**config.mk**
```make
export PLATFORM = sky130hd
export DESIGN_NAME = rotsp_csr
export DESIGN_NICKNAME = d
export VERILOG_FILES = /design/src/hw/rtl/assert_macros.svh /design/src/hw/rtl/rotsp_pkg.sv /design/src/hw/rtl/rotsp_csr.sv
export SDC_FILE = /design/constraint.sdc
export NUM_CORES = 1
export LEC_CHECK = 0
export BUFFER_PORTS_ARGS = -buffer_cell sky130_fd_sc_hd__buf_2
export CORE_UTILIZATION = 44
export DETAILED_ROUTE_END_ITERATION = 8
export PLACE_DENSITY_LB_ADDON = 0.12
export SETUP_SLACK_MARGIN = 0.15
export SLEW_MARGIN = 40
export SYNTH_ARGS = -nofsm -noshare
export SYNTH_HDL_FRONTEND = slang
export SYNTH_SLANG_ARGS = --single-unit
```
**constraint.sdc**
```tcl
create_clock -name clock -period 1.2 [get_ports clock]
set_input_delay 0.18 -clock clock [delete_from_list [all_inputs] [get_ports clock]]
set_output_delay 0.18 -clock clock [all_outputs]
set_load 0.005 [all_outputs]
```
**src/hw/rtl/assert_macros.svh**
```systemverilog
// ----------------------------------------------------------------------------
// Assertion macros
// Shared concurrent assertion forms; define NO_ASSERTIONS to compile them out.
// ----------------------------------------------------------------------------
`ifndef ASSERT_MACROS_SVH
`define ASSERT_MACROS_SVH

`ifndef NO_ASSERTIONS

`define ASSERT_HOLDS(label, clk, rst, cond, msg) \
   label: assert property (@(posedge clk) disable iff (rst) (cond)) else $error(msg);

`define ASSERT_IMPLIES(label, clk, rst, ante, cons, msg) \
   label: assert property (@(posedge clk) disable iff (rst) (ante) |-> (cons)) else $error(msg);

`define ASSERT_NEXT(label, clk, rst, ante, cons, msg) \
   label: assert property (@(posedge clk) disable iff (rst) (ante) |=> (cons)) else $error(msg);

`else

`define ASSERT_HOLDS(label, clk, rst, cond, msg)
`define ASSERT_IMPLIES(label, clk, rst, ante, cons, msg)
`define ASSERT_NEXT(label, clk, rst, ante, cons, msg)

`endif

`endif

```
**src/hw/rtl/rotsp_pkg.sv**
```systemverilog
// ----------------------------------------------------------------------------
// Rotation sine packetizer package
// Register map, transaction codes, reset values and shared structs.
// ----------------------------------------------------------------------------
package rotsp_pkg;

   localparam int CSR_ADDR_WIDTH = 4;
   localparam int CSR_DATA_WIDTH = 32;

   localparam logic signed [31:0] COS_COEFF_RESET = 32'sd848008007;
   localparam logic signed [31:0] SIN_COEFF_RESET = 32'sd658637529;
   localparam logic [9:0]         SAMPLES_PER_PACKET_RESET = 10'd89;

   localparam logic signed [15:0] SAMPLE_PEAK = 16'sd32767;

   typedef enum logic [1:0] {
      REG_COS_COEFF          = 2'd0,
      REG_SIN_COEFF          = 2'd1,
      REG_SAMPLES_PER_PACKET = 2'd2
   } reg_index_type;

   typedef enum logic {
      KIND_GENERATE = 1'b0,
      KIND_ARM      = 1'b1
   } kind_type;

   typedef struct packed {
      logic signed [31:0] cos_coeff;
      logic signed [31:0] sin_coeff;
      logic [9:0]         samples_per_packet;
   } cfg_type;

   typedef struct packed {
      logic signed [15:0] sample;
      logic               packet_last;
      logic               probe_tap;
      logic               probe_done;
   } result_type;

endpackage

```
**src/hw/rtl/rotsp_csr.sv**
```systemverilog
// ----------------------------------------------------------------------------
// Rotation sine packetizer register file
// APB-style access to the rotation coefficients and the packet length.
// ----------------------------------------------------------------------------
module rotsp_csr (
   input  logic                                  clock,
   input  logic                                  reset,
   input  logic                                  csr_psel,
   input  logic                                  csr_penable,
   input  logic                                  csr_pwrite,
   input  logic [rotsp_pkg::CSR_ADDR_WIDTH-1:0]  csr_paddr,
   input  logic [rotsp_pkg::CSR_DATA_WIDTH-1:0]  csr_pwdata,
   output logic [rotsp_pkg::CSR_DATA_WIDTH-1:0]  csr_prdata,
   output logic                                  csr_pready,
   output rotsp_pkg::cfg_type                    cfg
);

   rotsp_pkg::cfg_type       cfg_ff;
   rotsp_pkg::cfg_type       cfg_in;
   rotsp_pkg::reg_index_type reg_index;
   logic                     wr_en;

   assign reg_index  = rotsp_pkg::reg_index_type'(csr_paddr[3:2]);
   assign wr_en      = csr_psel && csr_penable && csr_pwrite && csr_pready;
   assign csr_pready = 1'b1;
   assign cfg        = cfg_ff;

   always_comb begin
      cfg_in = cfg_ff;
      if (wr_en) begin
         case (reg_index)
            rotsp_pkg::REG_COS_COEFF:          cfg_in.cos_coeff = $signed(csr_pwdata);
            rotsp_pkg::REG_SIN_COEFF:          cfg_in.sin_coeff = $signed(csr_pwdata);
            rotsp_pkg::REG_SAMPLES_PER_PACKET: cfg_in.samples_per_packet = csr_pwdata[9:0];
            default: begin
               cfg_in = cfg_ff;
            end
         endcase
      end
   end

   always_comb begin
      case (reg_index)
         rotsp_pkg::REG_COS_COEFF:          csr_prdata = cfg_ff.cos_coeff;
         rotsp_pkg::REG_SIN_COEFF:          csr_prdata = cfg_ff.sin_coeff;
         rotsp_pkg::REG_SAMPLES_PER_PACKET: csr_prdata = {22'd0, cfg_ff.samples_per_packet};
         default:                           csr_prdata = '0;
      endcase
   end

   always_ff @(posedge clock) begin
      if (reset) begin
         cfg_ff.cos_coeff          <= rotsp_pkg::COS_COEFF_RESET;
         cfg_ff.sin_coeff          <= rotsp_pkg::SIN_COEFF_RESET;
         cfg_ff.samples_per_packet <= rotsp_pkg::SAMPLES_PER_PACKET_RESET;
      end else begin
         cfg_ff <= cfg_in;
      end
   end

endmodule

```
==> summary.txt <==
most frequent cells in the layout -> mux2i_1 (105), buf_6 (99), buf_2 (97), nor2_1 (74), nand2b_1 (70)
Remaining DRCs -> 0
R2R Path End -> cfg[54]
number of global-route vias before repair -> 3,325
CP max stage delay -> 0.36 ns
ANT cells -> 0
crit path cell chain -> mux2i_1, o21ai_0, buf_2
Register Area -> 1570 sq um
Area Growth Syn to Fin -> 60.8%
Setup crit start kind -> register
layout cells sized above 1 -> 53.0%
leakage power -> 2.72 nW
crit path max fanout -> 2
Mapped Area -> 3580 sq um
Setup CP Type -> reg -> out
Hold Vio Cnt, Final -> 0
Final Critical Period -> 1.25 ns
Synth Instances -> 384
hold depth -> 3
detailed router's first-iteration violation count -> 111
RR Startpoint -> cfg[54]
die height -> 92.2 um
GRT overflow -> 0
status -> finished with violations
via-per-instance ratio -> 4.83
commonest non-fill, non-tap cell in the layout -> mux2i_1
final worst-path cycle share -> 104%
initial antenna violation count -> 0
Seq cells post-synth -> 74
final setup vio count -> 4
Layout Skew -> 0 ns
share of the yosys chip area belonging to registers -> 41.4%
Pre-antenna DRT Iters -> 4
flop2flop setup slack -> 0.23 ns
Clock Tree Buf Depth -> 2
clock-pin slew on the worst setup and hold paths -> 0.08 ns
routed vias -> 3,379
WP data required -> 1.02 ns
CTS tree -> done
drt total wl -> 10,300 um
CP max-delay cell -> dfxtp_2
Total Nets Final -> 634
R2R depth -> 5
first-pass GRT wire length -> 15,900 um
FILL cells -> 601
largest net degree at the start of global routing -> 69
total die area -> 8490 sq um
failing checks -> negative setup slack
port buffer count -> 144
Yosys warnings -> 0
RSZ-0062 raised after global routing -> true
Syn Area/Cell -> 9.31 sq um
CTS Buf Count -> 9
Placed Cells incl. Taps -> 618
pwr dens -> 895 nW/um^2
HP Start -> csr_pwdata[28]
Worst EP arrival -> 1.07 ns
global placement routability congestion -> 0.744
clock root buffer -> clkbuf_8
setup ws final -> -0.0457 ns
multi-input logic area -> 1930 sq um
clk_lat worst skew -> 0.34 ns
IO Pins -> 148
Initial Util -> 45.8%
Placeable Area -> 7810 sq um
max reg flops -> 74
post-route antenna net violation count -> 0
post-synthesis net count -> 425
fin util -> 73.7%
Tot GR Track Use -> 23.7%
post-synth cell types -> 19
worst hold-check path type -> in -> reg
max-slew violation count -> 0
htree depth -> 3
hold-fix buffers at CTS -> 0
clk sink count -> 74
Die Wd -> 92.2 um
final cell count without fillers -> 700
drt wl/cell -> 14.6 um
num rows -> 32
maxcap violations -> 0
Final HPWL DP -> 6400 um
Hold Path End -> cfg[38]
Worst setup EP type -> output pin
fmax -> 803 MHz
Hold Slack -> 0.0963 ns
Worst VDD drop -> 0.000548 V
## worst max-delay path, delay by kind of cell (launching register included)
kind | cells | cell delay [ns]
buf+inv | 1 | 0.14
compound gates | 1 | 0.15
flops | 1 | 0.36
mux | 1 | 0.08
## worst max-delay path by stage
stage | startpoint | to | cells after the start
6_report | cfg[17] | csr_prdata[7] | 3
2_1_floorplan | csr_paddr[3] | cfg[16] | 5
4_1_cts | cfg[11] | csr_prdata[1] | 3
5_1_grt | cfg[11] | csr_prdata[1] | 3
3_5_place_dp | csr_pwrite | cfg[70] | 5
3_3_place_gp | csr_paddr[2] | cfg[72] | 4
## power by group
group          switching, mW  leakage [nW]  internal (mW)  total [mW]
clock                  0.915        0.0986           1.07        1.99
combinational          0.299          2.02          0.347       0.645
sequential            0.0255         0.605           2.49        2.52
total                   1.24          2.72           3.91        5.15
## synthesized netlist by cell type (all sizes together)
cell / instances / area (sq um)
buf: 14 / 109
clkbuf: 18 / 67.6
conb: 1 / 3.75
dfxtp: 74 / 1480
mux2i: 106 / 1060
nand2: 10 / 37.5
nand2b: 70 / 438
nand3: 1 / 10.0
nand4: 1 / 6.26
nor2: 74 / 278
nor2b: 1 / 6.26
nor3: 1 / 5.00
nor3b: 1 / 7.51
o21ai: 10 / 50.1
or3: 1 / 6.26
or3b: 1 / 8.76
## logic make-up after synthesis
family / Yosys count / synth area share [%]
compound gates: 10 / 1.40
buf+inv: 32 / 4.93
other cells: 1 / 0.105
mux: 106 / 29.7
simple gates: 161 / 22.5
flops: 74 / 41.4
## per-stage QoR
stage | power (mW) | setup WS [ns] | setup TNS [ns] | instance area, sq um
floorplan | 2.88 | 0.0353 | 0 | 3610
global placement | 3.11 | -0.0760 | -2.41 | 4470
detailed placement | 3.12 | -0.0892 | -2.46 | 4470
CTS | 5.16 | -0.0367 | -0.118 | 5490
global route | 5.35 | -0.0985 | -1.13 | 5750
finish | 5.15 | -0.0457 | -0.0959 | 5750
## area by class of cell
type | instances | share of cell area [%]
Multi-Input combinational cell | 278 | 33.6
Clock inverter | 4 | 0.870
Timing Repair Buffer | 230 | 33.4
Tap cell | 102 | 2.22
Sequential cell | 74 | 27.2
Clock buffer | 12 | 2.70
## what timing repair did
action	CTS	global route
gates resized for setup	147	27
pin swaps	1	4
endpoints found under the setup margin	32	80
buffers inserted	43	23
## routing by layer
metal	vias to the layer above	part of all wire [%]	GRT usage (%)
li1	1682	-	-
met1	1569	45	29.1
met2	108	48	40.8
met3	20	4.6	3.98
met4	0	2.6	10.0
met5	-	0	0
No activity file was read; power rests on OpenSTA's default activity.
