$ cat src/hw/rtl/assert_macros.svh
// ----------------------------------------------------------------------------
// Assertion macros
// Shared concurrent assertion forms; define NO_ASSERTIONS to compile them out.
// ----------------------------------------------------------------------------
`ifndef ASSERT_MACROS_SVH
`define ASSERT_MACROS_SVH

`ifndef NO_ASSERTIONS

`define ASSERT_HOLDS(label, clk, rst, cond, msg) \
   label: assert property (@(posedge clk) disable iff (rst) (cond)) else $error(msg);

`define ASSERT_IMPLIES(label, clk, rst, ante, cons, msg) \
   label: assert property (@(posedge clk) disable iff (rst) (ante) |-> (cons)) else $error(msg);

`define ASSERT_NEXT(label, clk, rst, ante, cons, msg) \
   label: assert property (@(posedge clk) disable iff (rst) (ante) |=> (cons)) else $error(msg);

`else

`define ASSERT_HOLDS(label, clk, rst, cond, msg)
`define ASSERT_IMPLIES(label, clk, rst, ante, cons, msg)
`define ASSERT_NEXT(label, clk, rst, ante, cons, msg)

`endif

`endif

$ cat src/hw/rtl/rotsp_pkg.sv
// ----------------------------------------------------------------------------
// Rotation sine packetizer package
// Register map, transaction codes, reset values and shared structs.
// ----------------------------------------------------------------------------
package rotsp_pkg;

   localparam int CSR_ADDR_WIDTH = 4;
   localparam int CSR_DATA_WIDTH = 32;

   localparam logic signed [31:0] COS_COEFF_RESET = 32'sd848008007;
   localparam logic signed [31:0] SIN_COEFF_RESET = 32'sd658637529;
   localparam logic [9:0]         SAMPLES_PER_PACKET_RESET = 10'd89;

   localparam logic signed [15:0] SAMPLE_PEAK = 16'sd32767;

   typedef enum logic [1:0] {
      REG_COS_COEFF          = 2'd0,
      REG_SIN_COEFF          = 2'd1,
      REG_SAMPLES_PER_PACKET = 2'd2
   } reg_index_type;

   typedef enum logic {
      KIND_GENERATE = 1'b0,
      KIND_ARM      = 1'b1
   } kind_type;

   typedef struct packed {
      logic signed [31:0] cos_coeff;
      logic signed [31:0] sin_coeff;
      logic [9:0]         samples_per_packet;
   } cfg_type;

   typedef struct packed {
      logic signed [15:0] sample;
      logic               packet_last;
      logic               probe_tap;
      logic               probe_done;
   } result_type;

endpackage

$ cat src/hw/rtl/rotsp_if.sv


interface rotsp_rsp_if;
   logic               valid;
   logic               ready;
   logic signed [15:0] sample;
   logic               packet_last;
   logic               probe_tap;
   logic               probe_done;

   modport source (output valid, output sample, output packet_last, output probe_tap,
                   output probe_done, input ready);
   modport sink   (input valid, input sample, input packet_last, input probe_tap,
                   input probe_done, output ready);
endinterface

$ cat src/hw/rtl/rotsp_skid.sv
// ----------------------------------------------------------------------------
// Rotation sine packetizer output buffer
// Result register with a skid entry so a result can still be taken under back-pressure.
// ----------------------------------------------------------------------------
`include "assert_macros.svh"

module rotsp_skid (
   input  logic                  clock,
   input  logic                  reset,
   input  logic                  push,
   input  rotsp_pkg::result_type push_data,
   output logic                  can_accept,
   rotsp_rsp_if.source           rsp_if
);

   logic                  out_valid_ff, out_valid_in;
   rotsp_pkg::result_type out_data_ff, out_data_in;
   logic                  skid_valid_ff, skid_valid_in;
   rotsp_pkg::result_type skid_data_ff, skid_data_in;
   logic                  pop;

   assign pop        = out_valid_ff && rsp_if.ready;
   assign can_accept = !skid_valid_ff;

   always_comb begin
      out_valid_in  = out_valid_ff;
      out_data_in   = out_data_ff;
      skid_valid_in = skid_valid_ff;
      skid_data_in  = skid_data_ff;
      if (!out_valid_ff || pop) begin
         // skid entry drains first; no push can arrive while it is full
         if (skid_valid_ff) begin
            out_valid_in  = 1'b1;
            out_data_in   = skid_data_ff;
            skid_valid_in = 1'b0;
         end else begin
            out_valid_in = push;
            out_data_in  = push_data;
         end
      end else if (push) begin
         skid_valid_in = 1'b1;
         skid_data_in  = push_data;
      end
   end

   always_ff @(posedge clock) begin
      if (reset) begin
         out_valid_ff  <= 1'b0;
         skid_valid_ff <= 1'b0;
      end else begin
         out_valid_ff  <= out_valid_in;
         skid_valid_ff <= skid_valid_in;
      end
   end

   always_ff @(posedge clock) begin
      out_data_ff  <= out_data_in;
      skid_data_ff <= skid_data_in;
   end

   assign rsp_if.valid       = out_valid_ff;
   assign rsp_if.sample      = out_data_ff.sample;
   assign rsp_if.packet_last = out_data_ff.packet_last;
   assign rsp_if.probe_tap   = out_data_ff.probe_tap;
   assign rsp_if.probe_done  = out_data_ff.probe_done;

   `ASSERT_IMPLIES(a_skid_behind_out, clock, reset, skid_valid_ff, out_valid_ff, "skid full with output empty")
   `ASSERT_IMPLIES(a_no_push_when_full, clock, reset, push, !skid_valid_ff, "push into full buffer")
   `ASSERT_NEXT(a_skid_drains, clock, reset, skid_valid_ff && pop, out_valid_ff && !skid_valid_ff, "skid entry not moved to output")

endmodule

$ cat src/flat_wrapper.sv
// flat-port wrapper written by rule: the top's interface ports become plain ports
module rotsp_skid_flat 
  (clock, reset, push, push_data, can_accept, rsp_if_valid, rsp_if_sample, rsp_if_packet_last, rsp_if_probe_tap, rsp_if_probe_done, rsp_if_ready);
  rotsp_rsp_if rsp_if_i ();
  input  logic clock;
  input  logic reset;
  input  logic push;
  input  rotsp_pkg::result_type push_data;
  output logic can_accept;
  output wire logic [$bits(rsp_if_i.valid)-1:0] rsp_if_valid;
  output wire logic [$bits(rsp_if_i.sample)-1:0] rsp_if_sample;
  output wire logic [$bits(rsp_if_i.packet_last)-1:0] rsp_if_packet_last;
  output wire logic [$bits(rsp_if_i.probe_tap)-1:0] rsp_if_probe_tap;
  output wire logic [$bits(rsp_if_i.probe_done)-1:0] rsp_if_probe_done;
  input wire logic [$bits(rsp_if_i.ready)-1:0] rsp_if_ready;
  assign rsp_if_valid = rsp_if_i.valid;
  assign rsp_if_sample = rsp_if_i.sample;
  assign rsp_if_packet_last = rsp_if_i.packet_last;
  assign rsp_if_probe_tap = rsp_if_i.probe_tap;
  assign rsp_if_probe_done = rsp_if_i.probe_done;
  assign rsp_if_i.ready = rsp_if_ready;
  rotsp_skid u_core (.clock(clock), .reset(reset), .push(push), .push_data(push_data), .can_accept(can_accept), .rsp_if(rsp_if_i));
endmodule
$ cat config.mk
export PLATFORM = sky130hd
export DESIGN_NAME = rotsp_skid_flat
export DESIGN_NICKNAME = d
export VERILOG_FILES = /design/src/hw/rtl/rotsp_pkg.sv /design/src/hw/rtl/rotsp_if.sv /design/src/hw/rtl/rotsp_skid.sv /design/src/flat_wrapper.sv
export VERILOG_INCLUDE_DIRS = /design/src /design/src/hw/rtl
export SDC_FILE = /design/constraint.sdc
export NUM_CORES = 1
export LEC_CHECK = 0
export BUFFER_PORTS_ARGS = -buffer_cell sky130_fd_sc_hd__buf_4
export CAP_MARGIN = 25
export CORE_UTILIZATION = 40
export CTS_CLUSTER_DIAMETER = 60
export DETAILED_ROUTE_END_ITERATION = 8
export PLACE_DENSITY_LB_ADDON = 0.3
export SKIP_CTS_REPAIR_TIMING = 1
export SLEW_MARGIN = 40
export SYNTH_ARGS = -nofsm -noshare
export SYNTH_HDL_FRONTEND = slang
export SYNTH_SLANG_ARGS = --single-unit
$ cat constraint.sdc
create_clock -name clock -period 2.7 [get_ports clock]
set_input_delay 0.27 -clock clock [delete_from_list [all_inputs] [get_ports clock]]
set_output_delay 0.27 -clock clock [all_outputs]
set_load 0.05 [all_outputs]
==> run_results.csv, run 1 <==
group,metric,value,unit
status,status,"complete, no violations",
yosys,ys_seq_area_share,77.8,%
yosys,synth-compound-area-share,0.329,%
yosys,yosysUniqueCellTypes,11,
timing,slew_headroom,67.1,%
die,coreArea,3660,um^2
clocking,cts_root_buf,"clkbuf_8",
power,power_density,641,nW/um^2
clocking,clk_pin_slew,0.07,ns
yosys,synthXorXnorAreaFrac,0,%
route,drc,0,
route,vias_per_cell,4.47,
worst_setup_path,required,2.43,ns
timing,worst_slew_pin_slew,0.492,ns
worst_setup_path,endpoint_kind,"primary output",
clocking,tritoncts,"done",
die,die_area,4050,um^2
grt,grt_max_degree,22,
timing,setup_tns,0,ns
timing,setup_viol_count_final,0,
timing,fin_hold_ws,0.150,ns
route,ant_nets,0,
yosys,synth_nets,91,
yosys,syn_area,1520,um^2
timing,fmax,0.560,GHz
worst_setup_path,crit_type,"flip-flop to primary output",
cells_and_area,drive_gt1_share,61.2,%
yosys,synthMuxAreaShare,18.5,%
cells_and_area,area_delta_synth_final,31.2,%
timing,fin_skew,0.00877,ns
power,vdd_drop_max,399,uV
placed_design,dp.cells,161,
yosys,syn_inst,68,
cells_and_area,stdcell_area,1990,um^2
timing,maxSlewViolCount,0,
yosys,synthSimpleGateAreaFrac,1.40,%
clocking,cts_buffers,5,
min_path,hold_path_class,"input port to flip-flop",
yosys,syn_avg_cell_area,22.3,um^2
placed_design,io_buffers,43,
timing,hold_viol,0,
route,wl_per_cell,12.8,um
clocking,clk_latency,0.29,ns
die,die_w,63.6,um
placed_design,routabilityCongestion,0.626,
yosys,ys_seq_elements,40,
timing,period_needed,1.79,ns
route,drt_iter0_markers,13,
run,maxCapViolCount,0,
timing,rsz0062_at_grt,"no",
grt,grt_pass1_wl,3.43,mm
grt,grt_pass1_vias,754,
die,start_util,41.5,%
yosys,yosysTopAreaCellShare,75.1,%
yosys,ys_warn_count,0,
worst_setup_path,crit_fanout,13,
grt,grt_antenna_before_repair,0,
cells_and_area,insertedDiodeCount,0,
timing,period_share,66.2,%
clocking,cts.sinks,40,
power,leakage,0.797,nW
yosys,yosys.area.top_type,"edfxtp_1",
grt,track_usage,11.9,%
yosys,yosys.area_share.adder,0,%
cells_and_area,stdcell_count,169,
yosys,synth_top_family_by_area,"multiplexers",
yosys,synthTopCellsByArea,"edfxtp_1 75%, mux2_4 18%, dfxtp_1 2.6%",
route,wl,2.16,mm
worst_setup_path,worstPathArrival,1.52,ns
grt,grt_overflow,0,
clocking,clockBufferDepth,2,
clocking,htreeDepth,2,
die,ios,44,
die,fp.dieH,63.6,um
cells_and_area,finalNetCount,143,
die,rows,22,
cells_and_area,fillers,304,
placed_design,placed_area,1910,um^2
route,dr.pass1.iters,4,
route,vias,756,
worst_setup_path,cp-start-kind,"flip-flop",
per-stage QoR:
stage	power [mW]	worst slack, ns	util [%]
after global routing	1.32	0.805	54.4
after floorplan	0.858	0.172	-
after detailed placement	0.930	1.12	52.2
after CTS	1.29	0.870	54.4
final	1.28	0.914	54.4
after global placement	0.927	1.17	52.2
per-layer routing:
metal	share of wire, %	vias up	track usage, %
li1	-	363	-
met1	40	364	12.5
met2	53	22	20.3
met3	5.7	7	4.89
met4	2.0	0	5.97
met5	0	-	0
sequential cells by signal, indices dropped and copies added, names as in the netlist:
name / flops
u_core.skid_data_ff: 19
u_core.rsp_if.sample: 16
u_core.rsp_if.packet_last: 1
u_core.rsp_if.probe_done: 1
u_core.rsp_if.probe_tap: 1
u_core.rsp_if.valid: 1
u_core.skid_valid_ff: 1
path summary, 6_finish.rpt:
| kind | from | endpoint | slack (ns) | cells after the start |
|---|---|---|---|---|
| worst max-delay path | u_core.skid_valid_ff | can_accept | 0.91 | 3 |
| worst max register to register | u_core.skid_valid_ff | u_core.rsp_if.sample[11] | 1.15 | 2 |
| worst min register to register | u_core.skid_data_ff[7] | u_core.rsp_if.sample[4] | 0.55 | 1 |
| worst min-delay path | reset | u_core.rsp_if.valid | 0.15 | 2 |
worst max-delay path: stages, from the launching register on:
cell and delay [ns]:
dfxtp_1 0.63, buf_4 0.34, inv_1 0.07, buf_4 0.19
cells by family (layout without fill, tap and decap cells):
logic type | after synthesis | in the layout
AND/OR/NAND/NOR | 4 | 4
buffers and inverters | 4 | 57
flip-flops | 40 | 40
multiplexers | 19 | 19
AO/OA/AOI/OAI | 1 | 1
layout make-up:
class	instances	area [um^2]	share of cell area [%]
inverters	2	7.51	0.377
repair buffers	47	353	17.7
clock buffers	7	76.3	3.83
multi-input cells	24	310	15.6
flip-flops and latches	40	1180	59.3
clock inverters	1	5.00	0.251
well taps	48	60.1	3.01
synth_stat cells:
library cell,count
nor2_1,1
nor3_1,1
dfxtp_1,2
nand2b_1,1
mux2_2,1
mux2_4,18
buf_6,2
inv_1,2
a21oi_1,1
nor2_2,1
edfxtp_1,38
power by group:
group | internal, mW | leakage [nW] | total (mW) | switching [mW]
Combinational | 0.0757 | 0.368 | 0.190 | 0.115
Sequential | 0.714 | 0.386 | 0.723 | 0.00957
Clock | 0.181 | 0.0422 | 0.365 | 0.184
layout by cell type (no fill, tap or decap), drive strengths merged:
cell type,n
buf,47
mux2,19
nor2,2
inv,2
dfxtp,2
clkinv,1
nand2b,1
nor3,1
a21oi,1
clkbuf,7
edfxtp,38
No activity file was read; power rests on OpenSTA's default activity.
==> run 2, diff against run 1 <==
Clock period 2.7 ns to 1.4 ns, I/O delays scaled along.
==> run 2 against run 1 <==
  * Combinational power is 98% higher
  * Highest routed layer unchanged
  * Power is 93% higher
  * Clock skew is 0.0014 ns lower
  * Flip-flop and latch count stayed put
  * Clock-buffer cell count is 1 higher
  * Hold slack worse by 0.14 ns
  * Sequential share of layout area is 0.48 points lower
  * Routed wire length is 5.1% higher
  * Non-clock buffer count is 1 higher
  * Via count stayed put
==> run_results.csv, run 2 (same netlist as run 1, synthesis figures left out) <==
group,metric,value,unit
timing,period_share,88.6,%
route,vias,756,
power,pwr-share-comb,15.3,%
worst_setup_path,cpPeakStageDelay,0.33,ns
grt,track_usage,12.3,%
cells_and_area,layout_common_cells,"48 x buf_4, 38 x edfxtp_1, 18 x mux2_4",
route,drc,0,
grt,grt_pass1_wl,3.53,mm
die,coreArea,3660,um^2
placed_design,placed_area,1940,um^2
timing,setup_tns,0,ns
route,ant_nets,0,
worst_setup_path,crit_fanout,12,
worst_setup_path,crit_chain,"buf_4, inv_1, buf_4",
timing,worst_slew_pin_slew,0.210,ns
clocking,cts_root_buf,"clkbuf_8",
die,ios,44,
worst_setup_path,crit_slowest_cell,"dfxtp_1",
placed_design,io_buffers,43,
power,pwr-share-clk,28.2,%
timing,fmax,0.806,GHz
grt,grt_antenna_before_repair,0,
cells_and_area,area_delta_synth_final,32.7,%
timing,rsz0062_at_grt,"no",
cells_and_area,insertedDiodeCount,0,
die,fp.dieH,63.6,um
cells_and_area,fillers,289,
worst_setup_path,cp-start-kind,"flip-flop",
cells_and_area,regMostFlops,"u_core.skid_data_ff",
grt,grt_overflow,0,
worst_setup_path,cpMostUsedCell,"buf_4",
cells_and_area,drive_gt1_share,62.3,%
power,power_density,1220,nW/um^2
clocking,clockBufferDepth,2,
grt,grt_pass1_vias,746,
min_path,hold_path_class,"input port to flip-flop",
worst_setup_path,endpoint_kind,"primary output",
clocking,cts_buffers,5,
timing,setup_viol_count_final,0,
worst_setup_path,required,1.26,ns
grt,grt_max_degree,14,
power,p_sw,0.585,mW
route,wl,2.27,mm
run,maxCapViolCount,0,
die,die_area,4050,um^2
die,die_w,63.6,um
route,dr.pass1.iters,4,
cells_and_area,finalNetCount,144,
route,wl_per_cell,13.3,um
timing,fin_hold_ws,0.0104,ns
clocking,tritoncts,"done",
die,rows,22,
route,vias_per_cell,4.45,
timing,slew_headroom,86.0,%
clocking,clk_latency,0.28,ns
route,drt_iter0_markers,17,
cells_and_area,largest_reg_flops,19,
timing,hold_viol,0,
die,start_util,41.5,%
placed_design,routabilityCongestion,0.666,
timing,maxSlewViolCount,0,
cells_and_area,stdcell_area,2020,um^2
worst_setup_path,crit_type,"flip-flop to primary output",
min_path,holdPathStages,2,
worst_setup_path,worstRegToRegCells,2,
power,leakage,0.805,nW
cells_and_area,final_common_cell,"buf_4",
power,sw_frac_of_total,23.7,%
power,internal_power,1.88,mW
status,status,"complete, no violations",
worst_setup_path,worstPathArrival,1.10,ns
clocking,htreeDepth,2,
power,p_seq_share,56.6,%
clocking,clk_pin_slew,0.07,ns
timing,period_needed,1.24,ns
clocking,cts.sinks,40,
power,vdd_drop_max,509,uV
timing,fin_skew,0.00740,ns
## run 2: changes by cell type in the layout (fill, tap and decap cells not counted), sizes merged
cell / before / now
buf: 47 / 48
clkbuf: 7 / 8
clkinv: 1 / 0
## run 2: final cells by class
class                   count  area, um^2  share of cell area (%)
well taps                  48        60.1                    2.98
clock buffers               8        80.1                    3.97
inverters                   2        7.51                   0.372
multi-input cells          24         323                    16.0
repair buffers             48         360                    17.9
flip-flops and latches     40        1180                    58.8
## run 2: metal layers
metal / vias up / track usage, % / share of wire, % / wire [um]
li1: 366 / - / - / -
met1: 363 / 13.4 / 38 / 861
met2: 22 / 20.7 / 56 / 1280
met3: 5 / 3.26 / 3.5 / 79
met4: 0 / 8.52 / 2.0 / 46
met5: - / 0 / 0 / 0
## run 2: path summary, 6_finish.rpt
| path | slack (ns) | startpoint | end |
|---|---|---|---|
| max | 0.16 | u_core.skid_valid_ff | can_accept |
| min | 0.01 | reset | u_core.rsp_if.valid |
| max reg2reg | 0.25 | u_core.skid_valid_ff | u_core.rsp_if.probe_done |
| min reg2reg | 0.55 | u_core.skid_data_ff[12] | u_core.rsp_if.sample[9] |
## run 2: power by group through the flow
stage | sequential, mW | combinational, mW | clock, mW
global route | 1.40 | 0.391 | 0.765
finish | 1.39 | 0.376 | 0.694
global placement | 1.42 | 0.374 | 0
detailed placement | 1.42 | 0.380 | 0
CTS | 1.39 | 0.380 | 0.722
floorplan | 1.58 | 0.0793 | 0
## run 2: critical path: cells and delay by family, from the launching register on
kind	cells	cell delay (ns)
buffers and inverters	3	0.49
flip-flops	1	0.33
## run 2: stage by stage
stage	cells	total power [mW]	worst slack, ns	utilization [%]
4_1_cts	170	2.50	0.143	55.1
5_1_grt	170	2.55	0.101	55.1
2_1_floorplan	68	1.66	0.0382	-
3_3_place_gp	162	1.79	0.278	52.9
3_5_place_dp	162	1.80	0.239	52.9
6_report	170	2.46	0.160	55.1
